[src/rtl/core/wma_pkg.sv]
// Shared constants, types and state codes of the warm-up moving average.
package wma_pkg;

  // Number of samples averaged once the window has filled.
  localparam int WINDOW = 20;

  localparam int SAMPLE_W   = 12;
  localparam int FRAC_W     = 4;
  localparam int AVG_W      = 16;
  localparam int SLOT_W     = (WINDOW > 1) ? $clog2(WINDOW) : 1;
  localparam int COUNT_W    = $clog2(WINDOW + 1);
  localparam int SUM_W      = $clog2(WINDOW * 4095 + 1);
  localparam int DIVIDEND_W = SUM_W + FRAC_W;
  localparam int STEP_W     = $clog2(DIVIDEND_W);

  // Stream widths, padded to whole bytes.
  localparam int S_DATA_W = ((SAMPLE_W + 7) / 8) * 8;
  localparam int M_DATA_W = ((AVG_W + 7) / 8) * 8;

  // Queue between the front and the divider.
  localparam int QUEUE_DEPTH = 2;
  localparam int QPTR_W      = $clog2(QUEUE_DEPTH);
  localparam int QCOUNT_W    = $clog2(QUEUE_DEPTH + 1);

  // One division job handed from the front to the back.
  typedef struct packed {
    logic [SUM_W-1:0]   sum;
    logic [COUNT_W-1:0] count;
    logic               full;
  } wma_job_t;

  // Divider sequencer states.
  typedef enum logic [1:0] {
    DIV_IDLE,
    DIV_RUN,
    DIV_DONE
  } div_state_t;

endpackage

[src/rtl/core/wma_front.sv]
// Front end: takes samples, updates the sample ring, running sum and count.
module wma_front
  import wma_pkg::*;
(
  input  logic                clk,
  input  logic                rst,
  input  logic                take,
  input  logic [SAMPLE_W-1:0] sample,
  output wma_job_t            job
);

  logic [SAMPLE_W-1:0] ring [WINDOW];
  logic [SLOT_W-1:0]   slot;
  logic [COUNT_W-1:0]  count;
  logic [SUM_W-1:0]    sum;

  logic [SAMPLE_W-1:0] old_sample;
  logic [SLOT_W-1:0]   slot_next;
  logic [COUNT_W-1:0]  count_next;
  logic [SUM_W-1:0]    sum_next;
  logic                full;

  // Before the window fills, the slot being written has never held a sample,
  // so it reads as the cleared value.
  always_comb begin
    full       = (count == COUNT_W'(WINDOW));
    old_sample = full ? ring[slot] : '0;
    sum_next   = sum - SUM_W'(old_sample) + SUM_W'(sample);
    slot_next  = (slot == SLOT_W'(WINDOW - 1)) ? '0 : slot + SLOT_W'(1);
    count_next = full ? count : count + COUNT_W'(1);
  end

  // Control state.
  always_ff @(posedge clk) begin
    if (rst) begin
      slot  <= '0;
      count <= '0;
      sum   <= '0;
    end else if (take) begin
      slot  <= slot_next;
      count <= count_next;
      sum   <= sum_next;
    end
  end

  // Sample ring.
  always_ff @(posedge clk) begin
    if (take) begin
      ring[slot] <= sample;
    end
  end

  // Job for the divider, formed in the cycle of the transfer.
  always_comb begin
    job.sum   = sum_next;
    job.count = count_next;
    job.full  = (count_next == COUNT_W'(WINDOW));
  end

endmodule

[src/rtl/core/wma_queue.sv]
// Short job queue that decouples the front end from the divider.
module wma_queue
  import wma_pkg::*;
(
  input  logic     clk,
  input  logic     rst,
  input  logic     push,
  input  wma_job_t push_job,
  input  logic     pop,
  output wma_job_t pop_job,
  output logic     full,
  output logic     empty
);

  wma_job_t            slots [QUEUE_DEPTH];
  logic [QPTR_W-1:0]   wr_ptr;
  logic [QPTR_W-1:0]   rd_ptr;
  logic [QCOUNT_W-1:0] fill;

  assign full    = (fill == QCOUNT_W'(QUEUE_DEPTH));
  assign empty   = (fill == '0);
  assign pop_job = slots[rd_ptr];

  // Pointers and fill level.
  always_ff @(posedge clk) begin
    if (rst) begin
      wr_ptr <= '0;
      rd_ptr <= '0;
      fill   <= '0;
    end else begin
      if (push) begin
        wr_ptr <= wr_ptr + QPTR_W'(1);
      end
      if (pop) begin
        rd_ptr <= rd_ptr + QPTR_W'(1);
      end
      if (push && !pop) begin
        fill <= fill + QCOUNT_W'(1);
      end else if (pop && !push) begin
        fill <= fill - QCOUNT_W'(1);
      end
    end
  end

  // Storage.
  always_ff @(posedge clk) begin
    if (push) begin
      slots[wr_ptr] <= push_job;
    end
  end

endmodule

[src/rtl/core/wma_divider.sv]
// Back end: restoring divider, one quotient bit per cycle, and output register.
module wma_divider
  import wma_pkg::*;
(
  input  logic                clk,
  input  logic                rst,
  input  logic                job_ready,
  input  wma_job_t            job,
  output logic                job_pop,
  output logic                m_tvalid,
  input  logic                m_tready,
  output logic [M_DATA_W-1:0] m_tdata,
  output logic                m_tuser
);

  div_state_t state;
  div_state_t state_next;

  logic [DIVIDEND_W-1:0] quo;
  logic [COUNT_W-1:0]    rem;
  logic [COUNT_W-1:0]    divisor;
  logic                  win_full;
  logic [STEP_W-1:0]     step;

  logic                  load_out;
  logic [COUNT_W:0]      rem_shift;
  logic [COUNT_W:0]      diff;

  // Next state.
  always_comb begin
    state_next = state;
    case (state)
      DIV_IDLE: begin
        if (job_ready) begin
          state_next = DIV_RUN;
        end
      end
      DIV_RUN: begin
        if (step == '0) begin
          state_next = DIV_DONE;
        end
      end
      DIV_DONE: begin
        if (!m_tvalid || m_tready) begin
          state_next = DIV_IDLE;
        end
      end
      default: state_next = DIV_IDLE;
    endcase
  end

  // State outputs.
  always_comb begin
    job_pop  = 1'b0;
    load_out = 1'b0;
    case (state)
      DIV_IDLE: job_pop  = job_ready;
      DIV_DONE: load_out = !m_tvalid || m_tready;
      default: begin
        job_pop  = 1'b0;
        load_out = 1'b0;
      end
    endcase
  end

  always_ff @(posedge clk) begin
    if (rst) begin
      state <= DIV_IDLE;
    end else begin
      state <= state_next;
    end
  end

  // One restoring step: bring down the next dividend bit and try a subtract.
  always_comb begin
    rem_shift = {rem, quo[DIVIDEND_W-1]};
    diff      = rem_shift - {1'b0, divisor};
  end

  // Division datapath. The dividend is the sum scaled by the fraction bits;
  // quotient bits shift in from the bottom as dividend bits leave the top.
  always_ff @(posedge clk) begin
    if (job_pop) begin
      quo      <= {job.sum, FRAC_W'(0)};
      rem      <= '0;
      divisor  <= job.count;
      win_full <= job.full;
      step     <= STEP_W'(DIVIDEND_W - 1);
    end else if (state == DIV_RUN) begin
      step <= step - STEP_W'(1);
      if (!diff[COUNT_W]) begin
        rem <= diff[COUNT_W-1:0];
        quo <= {quo[DIVIDEND_W-2:0], 1'b1};
      end else begin
        rem <= rem_shift[COUNT_W-1:0];
        quo <= {quo[DIVIDEND_W-2:0], 1'b0};
      end
    end
  end

  // Output register.
  always_ff @(posedge clk) begin
    if (rst) begin
      m_tvalid <= 1'b0;
    end else if (load_out) begin
      m_tvalid <= 1'b1;
    end else if (m_tready) begin
      m_tvalid <= 1'b0;
    end
  end

  always_ff @(posedge clk) begin
    if (load_out) begin
      m_tdata <= M_DATA_W'(quo[AVG_W-1:0]);
      m_tuser <= win_full;
    end
  end

endmodule

[src/rtl/core/warmup_moving_average.sv]
// Warm-up moving average: top level joining front end, job queue and divider.
//
// Boxcar mean of the last WINDOW (20) unsigned 12-bit samples, given as
// unsigned 12.4 fixed point, truncated. Until WINDOW samples have been taken
// the result is the mean of the samples seen so far, and tuser is low; from
// then on tuser is high. The front end takes a sample whenever the two-entry
// job queue has room. Each result then passes from the queue into the
// divider as a popped job, through a restoring divider that makes one
// quotient bit per cycle, and on to the output register. The divider sets
// the sustained rate, since it takes a new job only once it has handed the
// last result on; the rate is lower while the output register is held by
// backpressure. Short bursts of up to three samples are absorbed by the
// divider and the queue. No clearing pass is needed after reset.
module warmup_moving_average
  import wma_pkg::*;
(
  input  logic                clk,
  input  logic                rst,
  input  logic                s_tvalid,
  output logic                s_tready,
  input  logic [S_DATA_W-1:0] s_tdata,   // [11:0] sample, upper bits ignored
  output logic                m_tvalid,
  input  logic                m_tready,
  output logic [M_DATA_W-1:0] m_tdata,   // [15:0] average
  output logic                m_tuser    // [0] window_full
);

  wma_job_t front_job;
  wma_job_t back_job;
  logic     take;
  logic     q_full;
  logic     q_empty;
  logic     job_pop;

  assign s_tready = !q_full;
  assign take     = s_tvalid && s_tready;

  wma_front u_front (
    .clk    (clk),
    .rst    (rst),
    .take   (take),
    .sample (s_tdata[SAMPLE_W-1:0]),
    .job    (front_job)
  );

  wma_queue u_queue (
    .clk      (clk),
    .rst      (rst),
    .push     (take),
    .push_job (front_job),
    .pop      (job_pop),
    .pop_job  (back_job),
    .full     (q_full),
    .empty    (q_empty)
  );

  wma_divider u_divider (
    .clk       (clk),
    .rst       (rst),
    .job_ready (!q_empty),
    .job       (back_job),
    .job_pop   (job_pop),
    .m_tvalid  (m_tvalid),
    .m_tready  (m_tready),
    .m_tdata   (m_tdata),
    .m_tuser   (m_tuser)
  );

endmodule
[config.mk]
export PLATFORM = sky130hd
export DESIGN_NAME = warmup_moving_average
export DESIGN_NICKNAME = d
export VERILOG_FILES = /design/src/rtl/core/wma_pkg.sv /design/src/rtl/core/wma_front.sv /design/src/rtl/core/wma_queue.sv /design/src/rtl/core/wma_divider.sv /design/src/rtl/core/warmup_moving_average.sv
export SDC_FILE = /design/constraint.sdc
export NUM_CORES = 1
export LEC_CHECK = 0
export BUFFER_PORTS_ARGS = -buffer_cell sky130_fd_sc_hd__buf_4
export CAP_MARGIN = 25
export CORE_ASPECT_RATIO = 2
export CORE_MARGIN = 2
export CORE_UTILIZATION = 52
export CTS_BUF_LIST = sky130_fd_sc_hd__clkbuf_8
export DETAILED_ROUTE_END_ITERATION = 8
export PLACE_DENSITY = 0.68
export SETUP_SLACK_MARGIN = 0.15
export SYNTH_ARGS = -nofsm -noshare
export SYNTH_HDL_FRONTEND = slang
export SYNTH_HIERARCHICAL = 1
export SYNTH_SLANG_ARGS = --single-unit
[constraint.sdc]
create_clock -name clk -period 7.4 [get_ports clk]
set_input_delay 0.74 -clock clk [delete_from_list [all_inputs] [get_ports clk]]
set_output_delay 0.74 -clock clk [all_outputs]
set_load 0.005 [all_outputs]
==> impl_results.md, run 1 <==
* WP buf/inv at 2
* Distinct cells, synth at 60
* Worst VDD drop at 0.228 mV
* Hold Path Class: reg -> reg
* Chip width at 128 µm
* Fin Clk Skew at 0.0254 ns
* Clk pwr share at 0.271
* Sequential fraction of the synthesis area at 0.675
* IO buf count at 34
* CTS buffer count at 53
* Actual slew at the worst max-slew pin at 0.962 ns
* RSZ-0062 raised after global routing: no
* Filler cells at 2307
* Worst-skew pair later-pin latency at 0.61 ns
* Commonest non-fill, non-tap cell in the layout: edfxtp_1
* Int Pwr at 4.51 mW
* P&R area growth vs syn at 11.3%
* Pre-CTS WS at 2.04 ns
* CP startpoint kind: flip-flop
* Die Span Y at 253 µm
* Remaining antenna violation count at 0
* Fin area at 17900 µm²
* Setup TNS at 0 ns
* GRT Total Usage at 0.201
* Syn_nets at 1038
* FF-to-FF setup slack at 2.02 ns
* Layout cell share with drive strength beyond 1 at 0.212
* Post-CTS sizing at 0
* Sw Share at 0.304
* Clk slew on worst S/H paths at 0.07 ns
* Logic pwr share at 0.279
* Final core occ at 0.585
* Total wire length at 31700 µm
* WL/cell at 21.8 µm
* Post-synthesis compound-gate area fraction at 0.0419
* Crit path cell chain: buf_4 -> mux4_1 -> mux4_2 -> mux2i_1 -> nor2_1 -> fa_1 -> inv_1 -> ha_1 -> a211oi_1 -> nor4b_2 -> o31ai_1 -> nand2_1 -> or3_1 -> o311ai_0
* Crit path required time at 7.89 ns
* CTS Buffer Depth at 3
* Tcrit/Tclk final at 0.728
* Hold Fails Final Rpt at 0
* Ys async rst share at 0
* Leak at 6.24 nW
* F_max at 186 MHz
* # hold bufs at CTS at 0
* DRC at 0
* Placer Congestion at 0.822
* Simple-gate portion of the synthesized area at 0.0573
* Syn Inst Count at 974
* Vias at 8511
* CP arrival at 5.87 ns
* Largest net degree at the start of global routing at 47
* HPWL after detailed placement at 19500 µm
* Synth warnings at 6
* Slowest-stage cell, CP: dfxtp_4
* Final setup margin at 2.02 ns
* Remaining Overflow, GRT at 0
* Critical path's largest stage delay at 0.88 ns
* Placed Instance Area at 16700 µm²
* H-tree depth at 2
* Nets at 1099
* Post-synth EDFFs at 326
* Initial antenna violation count at 1
* Most frequent cells in the layout: edfxtp_1, inv_1, clkbuf_8, mux4_2, dfxtp_1
* Status: finished clean
* Max FO, Critical Path at 40
* Clock sink total at 380
* Starting Density at 0.526
* Hold_ws at 0.435 ns
* Largest family of logic cells by synthesized area: multiplexers
* Part of the power in registers at 0.450
* Final min period at 5.38 ns
* Setup Buffers After CTS at 0
* Post-Synth Adder-Cell Area at 0.0402
* Max Cap Violations at 0
* Vias in the first global route at 8751
* TritonRoute pass-1 iters at 5
* First-pass GRT wire length at 49200 µm
* Top FF cell, synth: edfxtp_1
* Initial drt markers at 649
* Worst path top cell family by delay: multiplexers
* Synthesized area at 16100 µm²
* Multiplexer share of the synthesized area at 0.138
* Boundary Pins at 39
* Pwr dens at 361 nW/µm²
* Root Driver: clkbuf_8
* Die area at 32500 µm²
* Worst setup path class: reg -> reg
* Row Count at 91
* CTS tree: yes
* Final setup vio count at 0
* Core ar. at 30600 µm²
* Vias/cell at 5.86
* Number of synthesized register bits at 380
* Net Switching at 1.97 mW
* Final slew viol count at 0
* Post-synthesis xor/xnor area fraction at 0.0185
* Slew Limit Headroom at 0.358
* CP endpoint kind: flip-flop
* Avg Cell Area, Syn at 16.5 µm²
cell families (layout without fill, tap and decap cells):
kind of cell    after synthesis  in the layout
buf+inv                     109            215
simple gates                187            187
mux                         125            125
fa+ha+maj                    44             44
xor+xnor                     34             34
compound gates               95             95
flops                       380            380
other cells                   0              1
per-layer routing:
layer  track usage  wire length [µm]  up-vias
met5             0                 0        -
met2         0.329             16000      195
met4        0.0675               842        0
met1         0.275             13500     4397
li1              -                 -     3863
met3        0.0353              1360       56
cell usage after synthesis, types with 9 or more instances:
| cell type | count | area share |
|---|---|---|
| o21ai_0 | 15 | 0.0047 |
| inv_1 | 69 | 0.016 |
| xor2_1 | 12 | 0.0065 |
| mux2_2 | 23 | 0.016 |
| mux4_1 | 9 | 0.015 |
| mux4_2 | 63 | 0.088 |
| nand2_1 | 46 | 0.011 |
| nor3_1 | 19 | 0.0059 |
| nand3_1 | 14 | 0.0044 |
| and2_1 | 23 | 0.0089 |
| ha_1 | 31 | 0.024 |
| mux2i_1 | 30 | 0.019 |
| dfxtp_1 | 54 | 0.067 |
| fa_1 | 13 | 0.016 |
| clkbuf_1 | 24 | 0.0056 |
| a22o_1 | 18 | 0.0098 |
| edfxtp_1 | 326 | 0.61 |
| xnor2_1 | 22 | 0.012 |
| nor2_1 | 46 | 0.011 |
| a21oi_1 | 22 | 0.0068 |
final timing paths:
check,to,start,depth (start not counted)
setup / recovery,u_front/sum[12]$_SDFFE_PP0P_,flip-flop,14
hold / removal,u_divider/m_tuser$_DFFE_PP_,u_divider/win_full$_DFFE_PP_,0
setup reg to reg,u_front/sum[12]$_SDFFE_PP0P_,flip-flop,14
hold reg to reg,u_divider/m_tuser$_DFFE_PP_,u_divider/win_full$_DFFE_PP_,0
per-stage QoR:
step,instances,power (mW)
after global placement,1350,4.68
after global routing,1453,6.82
after floorplan,974,4.30
after detailed placement,1351,4.75
after CTS,1451,6.53
final,1453,6.48
state kept, by name (all words and copies together), names as in the netlist, 2 cells and up, named ones only:
signal,flops
u_queue/slots,46
u_divider/m_tdata,16
u_divider/quo,21
u_divider/state,2
u_front/sum,17
u_front/count,5
u_divider/rem,5
u_front/slot,5
u_queue/fill,2
u_front/ring,240
u_divider/divisor,5
u_divider/step,5
power groups by stage:
stage | clock [mW] | combinational, mW | sequential [mW]
floorplan | 0 | 1.43 | 2.87
global placement | 0 | 1.72 | 2.97
detailed placement | 0 | 1.77 | 2.98
CTS | 1.80 | 1.79 | 2.94
global route | 1.88 | 2.00 | 2.95
finish | 1.75 | 1.81 | 2.92
layout make-up:
cell class                 instances  area [µm²]  area share
sequential                       380       10900       0.607
multi-input combinational        485        4770       0.266
clock buffer                      63         867      0.0484
tap                              372         465      0.0260
timing repair buffer              46         373      0.0208
clock inverter                    37         314      0.0175
inverter                          69         259      0.0144
antenna                            1        2.50    0.000140
No activity file was read; power rests on OpenSTA's default activity.
==> run 2: changes to the inputs <==
Settings changed: ABC_AREA from default to 1, PLACE_DENSITY 0.68 to 0.71.
Clock period 7.4 ns to 4.86 ns, I/O delays scaled along.
==> run 2 against run 1 <==
Net effect:
- register-to-register slack worse by 1.0 ns
- first-iteration DRC count grew 35%
- critical path depth grew 7
- area after synthesis grew 3.9%
- largest power group unchanged
- highest routed layer unchanged
==> impl_results.md, run 2 <==
* Placer Congestion at 0.883 (was 0.822)
* Actual slew at the worst max-slew pin at 0.933 ns (was 0.962 ns)
* Setup Buffers After CTS at 0 (unchanged)
* Crit path cell chain: inv_4 -> buf_4 -> nor2_1 -> nor2_1 -> o21ai_0 -> nand3_1 -> nand3_1 -> nand3_1 -> nand2_1 -> inv_1 -> fa_1 -> inv_1 -> ha_1 -> nand2_1 -> inv_1 -> nand2_1 -> nand2_1 -> a21oi_1 -> nand2_1 -> nand2_1 -> nand2_1 (was buf_4 -> mux4_1 -> mux4_2 -> mux2i_1 -> nor2_1 -> fa_1 -> inv_1 -> ha_1 -> a211oi_1 -> nor4b_2 -> o31ai_1 -> nand2_1 -> or3_1 -> o311ai_0)
* F_max at 260 MHz (was 186 MHz)
* Total wire length at 36100 µm (was 31700 µm)
* Crit Reg-Reg Endpoint: u_queue/slots[1][22]$_DFFE_PP_ (was u_front/sum[12]$_SDFFE_PP0P_)
* Initial drt markers at 873 (was 649)
* Vias at 11000 (was 8511)
* CTS Buffer Depth at 3 (unchanged)
* Vias in the first global route at 11100 (was 8751)
* CP startpoint kind: flip-flop (unchanged)
* Clk slew on worst S/H paths at 0.07 ns (about the same)
* Slew Limit Headroom at 0.377 (was 0.358)
* Biggest regs: u_front/ring x240, u_queue/slots x46, u_divider/quo x21 (unchanged)
* Layout cell share with drive strength beyond 1 at 0.109 (was 0.212)
* Sequential fraction of the synthesis area at 0.650 (was 0.675)
* Post-CTS sizing at 0 (unchanged)
* CP arrival at 4.19 ns (was 5.87 ns)
* Hold_sp: m_tready (was u_divider/win_full$_DFFE_PP_)
* IO buf count at 34 (unchanged)
* Most frequent cells in the layout: edfxtp_1, nor2_1, inv_1 (was edfxtp_1, inv_1, clkbuf_8, mux4_2, dfxtp_1)
* Commonest non-fill, non-tap cell in the layout: edfxtp_1 (unchanged)
* DRC at 0 (unchanged)
* Reg with most FFs: u_front/ring (unchanged)
* GRT Total Usage at 0.217 (was 0.201)
* # hold bufs at CTS at 0 (unchanged)
* Max reg flops at 240 (unchanged)
* Syn Inst Count at 1518 (was 974)
* Number of synthesized register bits at 380 (unchanged)
* Hold EP: u_divider/m_tvalid$_SDFFE_PP0P_ (was u_divider/m_tuser$_DFFE_PP_)
* CP endpoint kind: flip-flop (unchanged)
* Die area at 33700 µm² (was 32500 µm²)
* Leak at 7.33 nW (was 6.24 nW)
* Status: finished clean (unchanged)
* Hold_ws at 0.169 ns (was 0.435 ns)
* RSZ-0062 raised after global routing: no (unchanged)
* Final min period at 3.85 ns (was 5.38 ns)
* Commonest cells post-synth: edfxtp_1, nor2_1, inv_1 (was edfxtp_1, inv_1, mux4_2)
* Boundary Pins at 39 (unchanged)
* Hold Fails Final Rpt at 0 (unchanged)
* Cell repeated most along the worst path: nand2_1
* Worst Hold Path Cells at 4 (was 0)
* Vias/cell at 5.39 (was 5.86)
* Distinct cells, synth at 42 (was 60)
* Remaining antenna violation count at 0 (unchanged)
* Avg Cell Area, Syn at 11.0 µm² (was 16.5 µm²)
* Core ar. at 32000 µm² (was 30600 µm²)
* Chip width at 131 µm (was 128 µm)
* Max FO, Critical Path at 75 (was 40)
* TritonRoute pass-1 iters at 5 (unchanged)
* First-pass GRT wire length at 55600 µm (was 49200 µm)
* Die Span Y at 258 µm (was 253 µm)
* H-tree depth at 2 (unchanged)
* Initial antenna violation count at 1 (unchanged)
* Final slew viol count at 0 (unchanged)
* Synth warnings at 6 (unchanged)
* Syn_nets at 1582 (was 1038)
* Fin Clk Skew at 0.0524 ns (was 0.0254 ns)
* Largest net degree at the start of global routing at 133 (was 47)
* Worst setup path class: reg -> reg (unchanged)
* Nets at 1641 (was 1099)
* Worst path top cell family by delay: buffers and inverters (was multiplexers)
* Hold Path Class: in -> reg (was reg -> reg)
* R2R cell count at 21 (was 14)
* Post-synth EDFFs at 326 (unchanged)
* Critical path's largest stage delay at 0.55 ns (was 0.88 ns)
* Tcrit/Tclk final at 0.792 (was 0.728)
* FF-to-FF setup slack at 1.01 ns (was 2.02 ns)
* Worst-skew pair later-pin latency at 0.63 ns (was 0.61 ns)
* Ys async rst share at 0 (unchanged)
* P&R area growth vs syn at 9.77% (was 11.3%)
* CTS tree: yes (unchanged)
* Pwr dens at 507 nW/µm² (was 361 nW/µm²)
* Crit path required time at 5.20 ns (was 7.89 ns)
* Synthesized area at 16700 µm² (was 16100 µm²)
* Remaining Overflow, GRT at 0 (unchanged)
* Root Driver: clkbuf_8 (unchanged)
* HPWL after detailed placement at 24200 µm (was 19500 µm)
* Worst VDD drop at 0.256 mV (was 0.228 mV)
* Starting Density at 0.523 (was 0.526)
* Area leader, netlist: edfxtp_1 (unchanged)
* CTS buffer count at 50 (was 53)
* Clock sink total at 380 (unchanged)
* Top FF cell, synth: edfxtp_1 (unchanged)
* WP buf/inv at 5 (was 2)
* Slowest-stage cell, CP: inv_4 (was dfxtp_4)
* Crit. path cell count at 21 (was 14)
* Area contributors post-synth: edfxtp_1, dfxtp_1, nor2_1 (was edfxtp_1, mux4_2, dfxtp_1)
* Top cell type's share of synthesized area at 0.585 (was 0.608)
* Max Cap Violations at 0 (unchanged)
* WL/cell at 17.7 µm (was 21.8 µm)
* Final setup vio count at 0 (unchanged)
* Row Count at 93 (was 91)
* Setup TNS at 0 ns (unchanged)
* Most numerous cell in the Yosys netlist: edfxtp_1 (unchanged)
-- run 2: metrics by stage --
step,area (µm²),util,power (mW),setup slack [ns],instances
after floorplan,16700,-,6.48,1.85,1518
after global placement,17400,0.544,7.08,1.16,1950
after detailed placement,17400,0.545,7.20,1.10,1951
after CTS,18300,0.573,9.35,1.06,2042
after global routing,18400,0.574,9.88,0.669,2044
final,18400,0.574,9.31,1.01,2044
-- run 2: worst max path at each step --
stage | end | slack (ns)
after floorplan | u_queue/slots[0][20]$_DFFE_PP_ | 1.85
after global placement | u_queue/slots[0][18]$_DFFE_PP_ | 1.16
after detailed placement | u_queue/slots[1][18]$_DFFE_PP_ | 1.10
after CTS | u_queue/slots[1][22]$_DFFE_PP_ | 1.06
after global routing | u_queue/slots[0][17]$_DFFE_PP_ | 0.67
final | u_queue/slots[1][22]$_DFFE_PP_ | 1.01
-- run 2: layout make-up --
| class | instances | area [µm²] |
|---|---|---|
| antenna | 1 | 2.50 |
| clock buffer | 51 | 702 |
| clock inverter | 40 | 191 |
| fill | 2666 | 13600 |
| inverter | 206 | 778 |
| multi-input combinational | 870 | 4700 |
| sequential | 380 | 10900 |
| tap | 427 | 534 |
| timing repair buffer | 69 | 583 |
-- run 2: layer usage --
metal	GRT usage	wire [µm]
met1	0.209	12300
met5	0	0
met3	0.0296	1290
met4	0.111	1770
met2	0.427	20800
-- run 2: report_power, final --
group          leakage, nW  switching (mW)  internal (mW)
registers             3.43           0.170           4.16
logic                 3.37            1.85          0.989
clock network        0.531            1.15          0.990
-- run 2: cell families after synthesis --
kind of cell | share of synthesized area
muxes | 0.0155
buffers and inverters | 0.0699
xor gates and xnor gates | 0.00785
AOI/OAI and AO/OA | 0.0800
adders and majority gates | 0.0387
and+or+nand+nor | 0.138
DFF | 0.650
-- run 2: tightest hold or removal path: stages --
cell and delay (ns):
buf_4 0.08, nor2_1 0.05, inv_1 0.05, a21oi_1 0.05
==> run 3: changes to the inputs <==
Settings changed: PLACE_DENSITY 0.71 to 0.68.
Clock period 4.86 ns to 3.9 ns, I/O delays scaled along.
==> run 3 against run 2 <==
Net effect:
- critical endpoint is now u_queue/slots[1][16]$_DFFE_PP_
- register-to-register slack worse by 0.65 ns
- clock-buffer cell count up 2
- total power up 26%
- clock skew about the same
- highest routed layer unchanged
- cell area up 0.89%
- critical path type unchanged
==> impl_results.md, run 3 (synthesis gave the netlist of run 2 again) <==
* Status: finished clean (unchanged)
* Crit path required time at 4.23 ns (was 5.20 ns)
* Critical path's largest stage delay at 0.48 ns (was 0.55 ns)
* Boundary Pins at 39 (unchanged)
* Sw Share at 0.339 (was 0.340)
* Slew Limit Headroom at 0.355 (was 0.377)
* Hold Path Class: in -> reg (unchanged)
* Initial antenna violation count at 1 (unchanged)
* IO buf count at 34 (unchanged)
* Int Pwr at 7.78 mW (was 6.14 mW)
* Nets at 1649 (was 1641)
* Logic pwr share at 0.301 (was 0.305)
* Largest net degree at the start of global routing at 60 (was 133)
* Actual slew at the worst max-slew pin at 0.967 ns (was 0.933 ns)
* Reg with most FFs: u_front/ring (unchanged)
* GRT Total Usage at 0.220 (was 0.217)
* Pwr dens at 635 nW/µm² (was 507 nW/µm²)
* P&R area growth vs syn at 10.7% (was 9.77%)
* Final core occ at 0.579 (was 0.574)
* WL/cell at 17.9 µm (was 17.7 µm)
* Clock sink total at 380 (unchanged)
* Final slew viol count at 0 (unchanged)
* Net Switching at 3.99 mW (was 3.17 mW)
* F_max at 283 MHz (was 260 MHz)
* Tcrit/Tclk final at 0.907 (was 0.792)
* Starting Density at 0.523 (unchanged)
* Die area at 33700 µm² (unchanged)
* Max Cap Violations at 0 (unchanged)
* Most frequent cells in the layout: edfxtp_1, nor2_1, inv_1 (unchanged)
* Worst VDD drop at 0.326 mV (was 0.256 mV)
* Leak at 7.39 nW (was 7.33 nW)
* HPWL after detailed placement at 25100 µm (was 24200 µm)
* Filler cells at 2702 (was 2666)
* Root Driver: clkbuf_8 (unchanged)
* H-tree depth at 2 (unchanged)
* Vias at 11000 (about the same)
* Max reg flops at 240 (unchanged)
* Vias/cell at 5.34 (was 5.39)
* Part of the power in registers at 0.461 (was 0.465)
* CP arrival at 3.86 ns (was 4.19 ns)
* Placer Congestion at 0.945 (was 0.883)
* Remaining antenna violation count at 0 (unchanged)
* TritonRoute pass-1 iters at 5 (unchanged)
* Worst setup path class: reg -> reg (unchanged)
* Commonest non-fill, non-tap cell in the layout: edfxtp_1 (unchanged)
* Layout cell share with drive strength beyond 1 at 0.119 (was 0.109)
* Total wire length at 36800 µm (was 36100 µm)
* DRC at 0 (unchanged)
* DP Cell Count at 1957 (was 1951)
* Core ar. at 32000 µm² (unchanged)
* First-pass GRT wire length at 56300 µm (was 55600 µm)
* RSZ-0062 raised after global routing: no (unchanged)
* Remaining Overflow, GRT at 0 (unchanged)
* Biggest regs: u_front/ring x240, u_queue/slots x46, u_divider/quo x21 (unchanged)
* Hold Fails Final Rpt at 0 (unchanged)
* Final std cells w/o fill at 2055 (was 2044)
* Worst-skew pair later-pin latency at 0.62 ns (was 0.63 ns)
* Chip width at 131 µm (unchanged)
* Initial drt markers at 749 (was 873)
* Die Span Y at 258 µm (unchanged)
* Cell repeated most along the worst path: nand2_1 (unchanged)
* Final min period at 3.54 ns (was 3.85 ns)
* Clk slew on worst S/H paths at 0.07 ns (about the same)
* Setup TNS at 0 ns (unchanged)
* FF-to-FF setup slack at 0.36 ns (was 1.01 ns)
* Vias in the first global route at 11100 (about the same)
* CTS Buffer Depth at 3 (unchanged)
* Clk pwr share at 0.239 (was 0.230)
* Fin Clk Skew at 0.0520 ns (was 0.0524 ns)
* CP endpoint kind: flip-flop (unchanged)
* CTS tree: yes (unchanged)
* Slowest-stage cell, CP: fa_1 (was inv_4)
* Final setup vio count at 0 (unchanged)
* Crit path cell chain: inv_1 -> ha_1 -> nand4_1 -> clkinvlp_4 -> buf_12 -> o21ai_1 -> clkinv_1 -> nand2_1 -> inv_1 -> fa_1 -> inv_1 -> ha_1 -> or2_2 -> nand3_1 -> nand2_1 -> nand2_1 -> nand2_1 -> nand2_1 -> nand2_1 (was inv_4 -> buf_4 -> nor2_1 -> nor2_1 -> o21ai_0 -> nand3_1 -> nand3_1 -> nand3_1 -> nand2_1 -> inv_1 -> fa_1 -> inv_1 -> ha_1 -> nand2_1 -> inv_1 -> nand2_1 -> nand2_1 -> a21oi_1 -> nand2_1 -> nand2_1 -> nand2_1)
* CP startpoint kind: flip-flop (unchanged)
* CTS buffer count at 50 (unchanged)
* Max FO, Critical Path at 13 (was 75)
* Row Count at 93 (unchanged)
[run 3: cell types whose count changed in the layout (fill, tap and decap cells not counted), sizes merged]
cell,change
buf,+7
inv,-7
clkinv,+6
clkbuf,+3
bufinv,+1
clkinvlp,+1
[run 3: cell type report]
| type | instances | area, µm² | share of cell area |
|---|---|---|---|
| diodes | 1 | 2.50 | 0.000135 |
| clock buffers | 53 | 729 | 0.0394 |
| clock inverters | 41 | 225 | 0.0122 |
| inverters | 206 | 787 | 0.0425 |
| multi-input cells | 870 | 4710 | 0.254 |
| flip-flops and latches | 380 | 10900 | 0.587 |
| well taps | 427 | 534 | 0.0288 |
| repair buffers | 77 | 668 | 0.0361 |
[run 3: stage by stage]
stage          worst slack [ns]  hold WS (ns)  cell area (µm²)  power, mW
3_3_place_gp              0.425         0.417            17500       8.85
2_1_floorplan             0.889         0.400            16700       8.07
5_1_grt                   0.139        0.0698            18500       12.5
4_1_cts                   0.305        0.0242            18400       11.8
3_5_place_dp              0.349         0.416            17500       8.99
6_report                  0.362        0.0653            18500       11.8
[run 3: worst paths after layout]
path,start,cells after the start,endpoint
max,u_front/count[0]$_SDFFE_PP0P_,19,u_queue/slots[1][16]$_DFFE_PP_
min reg2reg,u_divider/win_full$_DFFE_PP_,0,u_divider/m_tuser$_DFFE_PP_
max reg2reg,u_front/count[0]$_SDFFE_PP0P_,19,u_queue/slots[1][16]$_DFFE_PP_
min,m_tready,4,u_divider/m_tvalid$_SDFFE_PP0P_
[run 3: metal layers]
| metal | track usage | up-vias | wire, µm |
|---|---|---|---|
| li1 | - | 5313 | - |
| met2 | 0.444 | 289 | 21700 |
| met1 | 0.207 | 5264 | 12200 |
| met4 | 0.105 | 0 | 1600 |
| met5 | 0 | - | 0 |
| met3 | 0.0290 | 113 | 1350 |
[run 3: timing repair]
item | 4_1_cts | 5_1_grt
setup endpoints to repair | 0 | 30
resized for setup | 0 | 9
setup buffers | 0 | 1
hold buffers | 0 | 0
hold endpoints to repair | 0 | 0
[run 3: power groups by stage]
stage	clock network, mW	logic, mW	registers [mW]
finish	2.81	3.54	5.42
global route	3.03	3.99	5.47
CTS	2.87	3.48	5.44
detailed placement	0	3.46	5.52
global placement	0	3.35	5.50
floorplan	0	2.66	5.42
[run 3: critical path, delay by kind of cell (launching register included)]
family	cells	cell delay (ns)
compound gates	1	0.08
fa+ha+maj	3	1.02
buf+inv	6	0.60
flops	1	0.39
simple gates	9	1.17
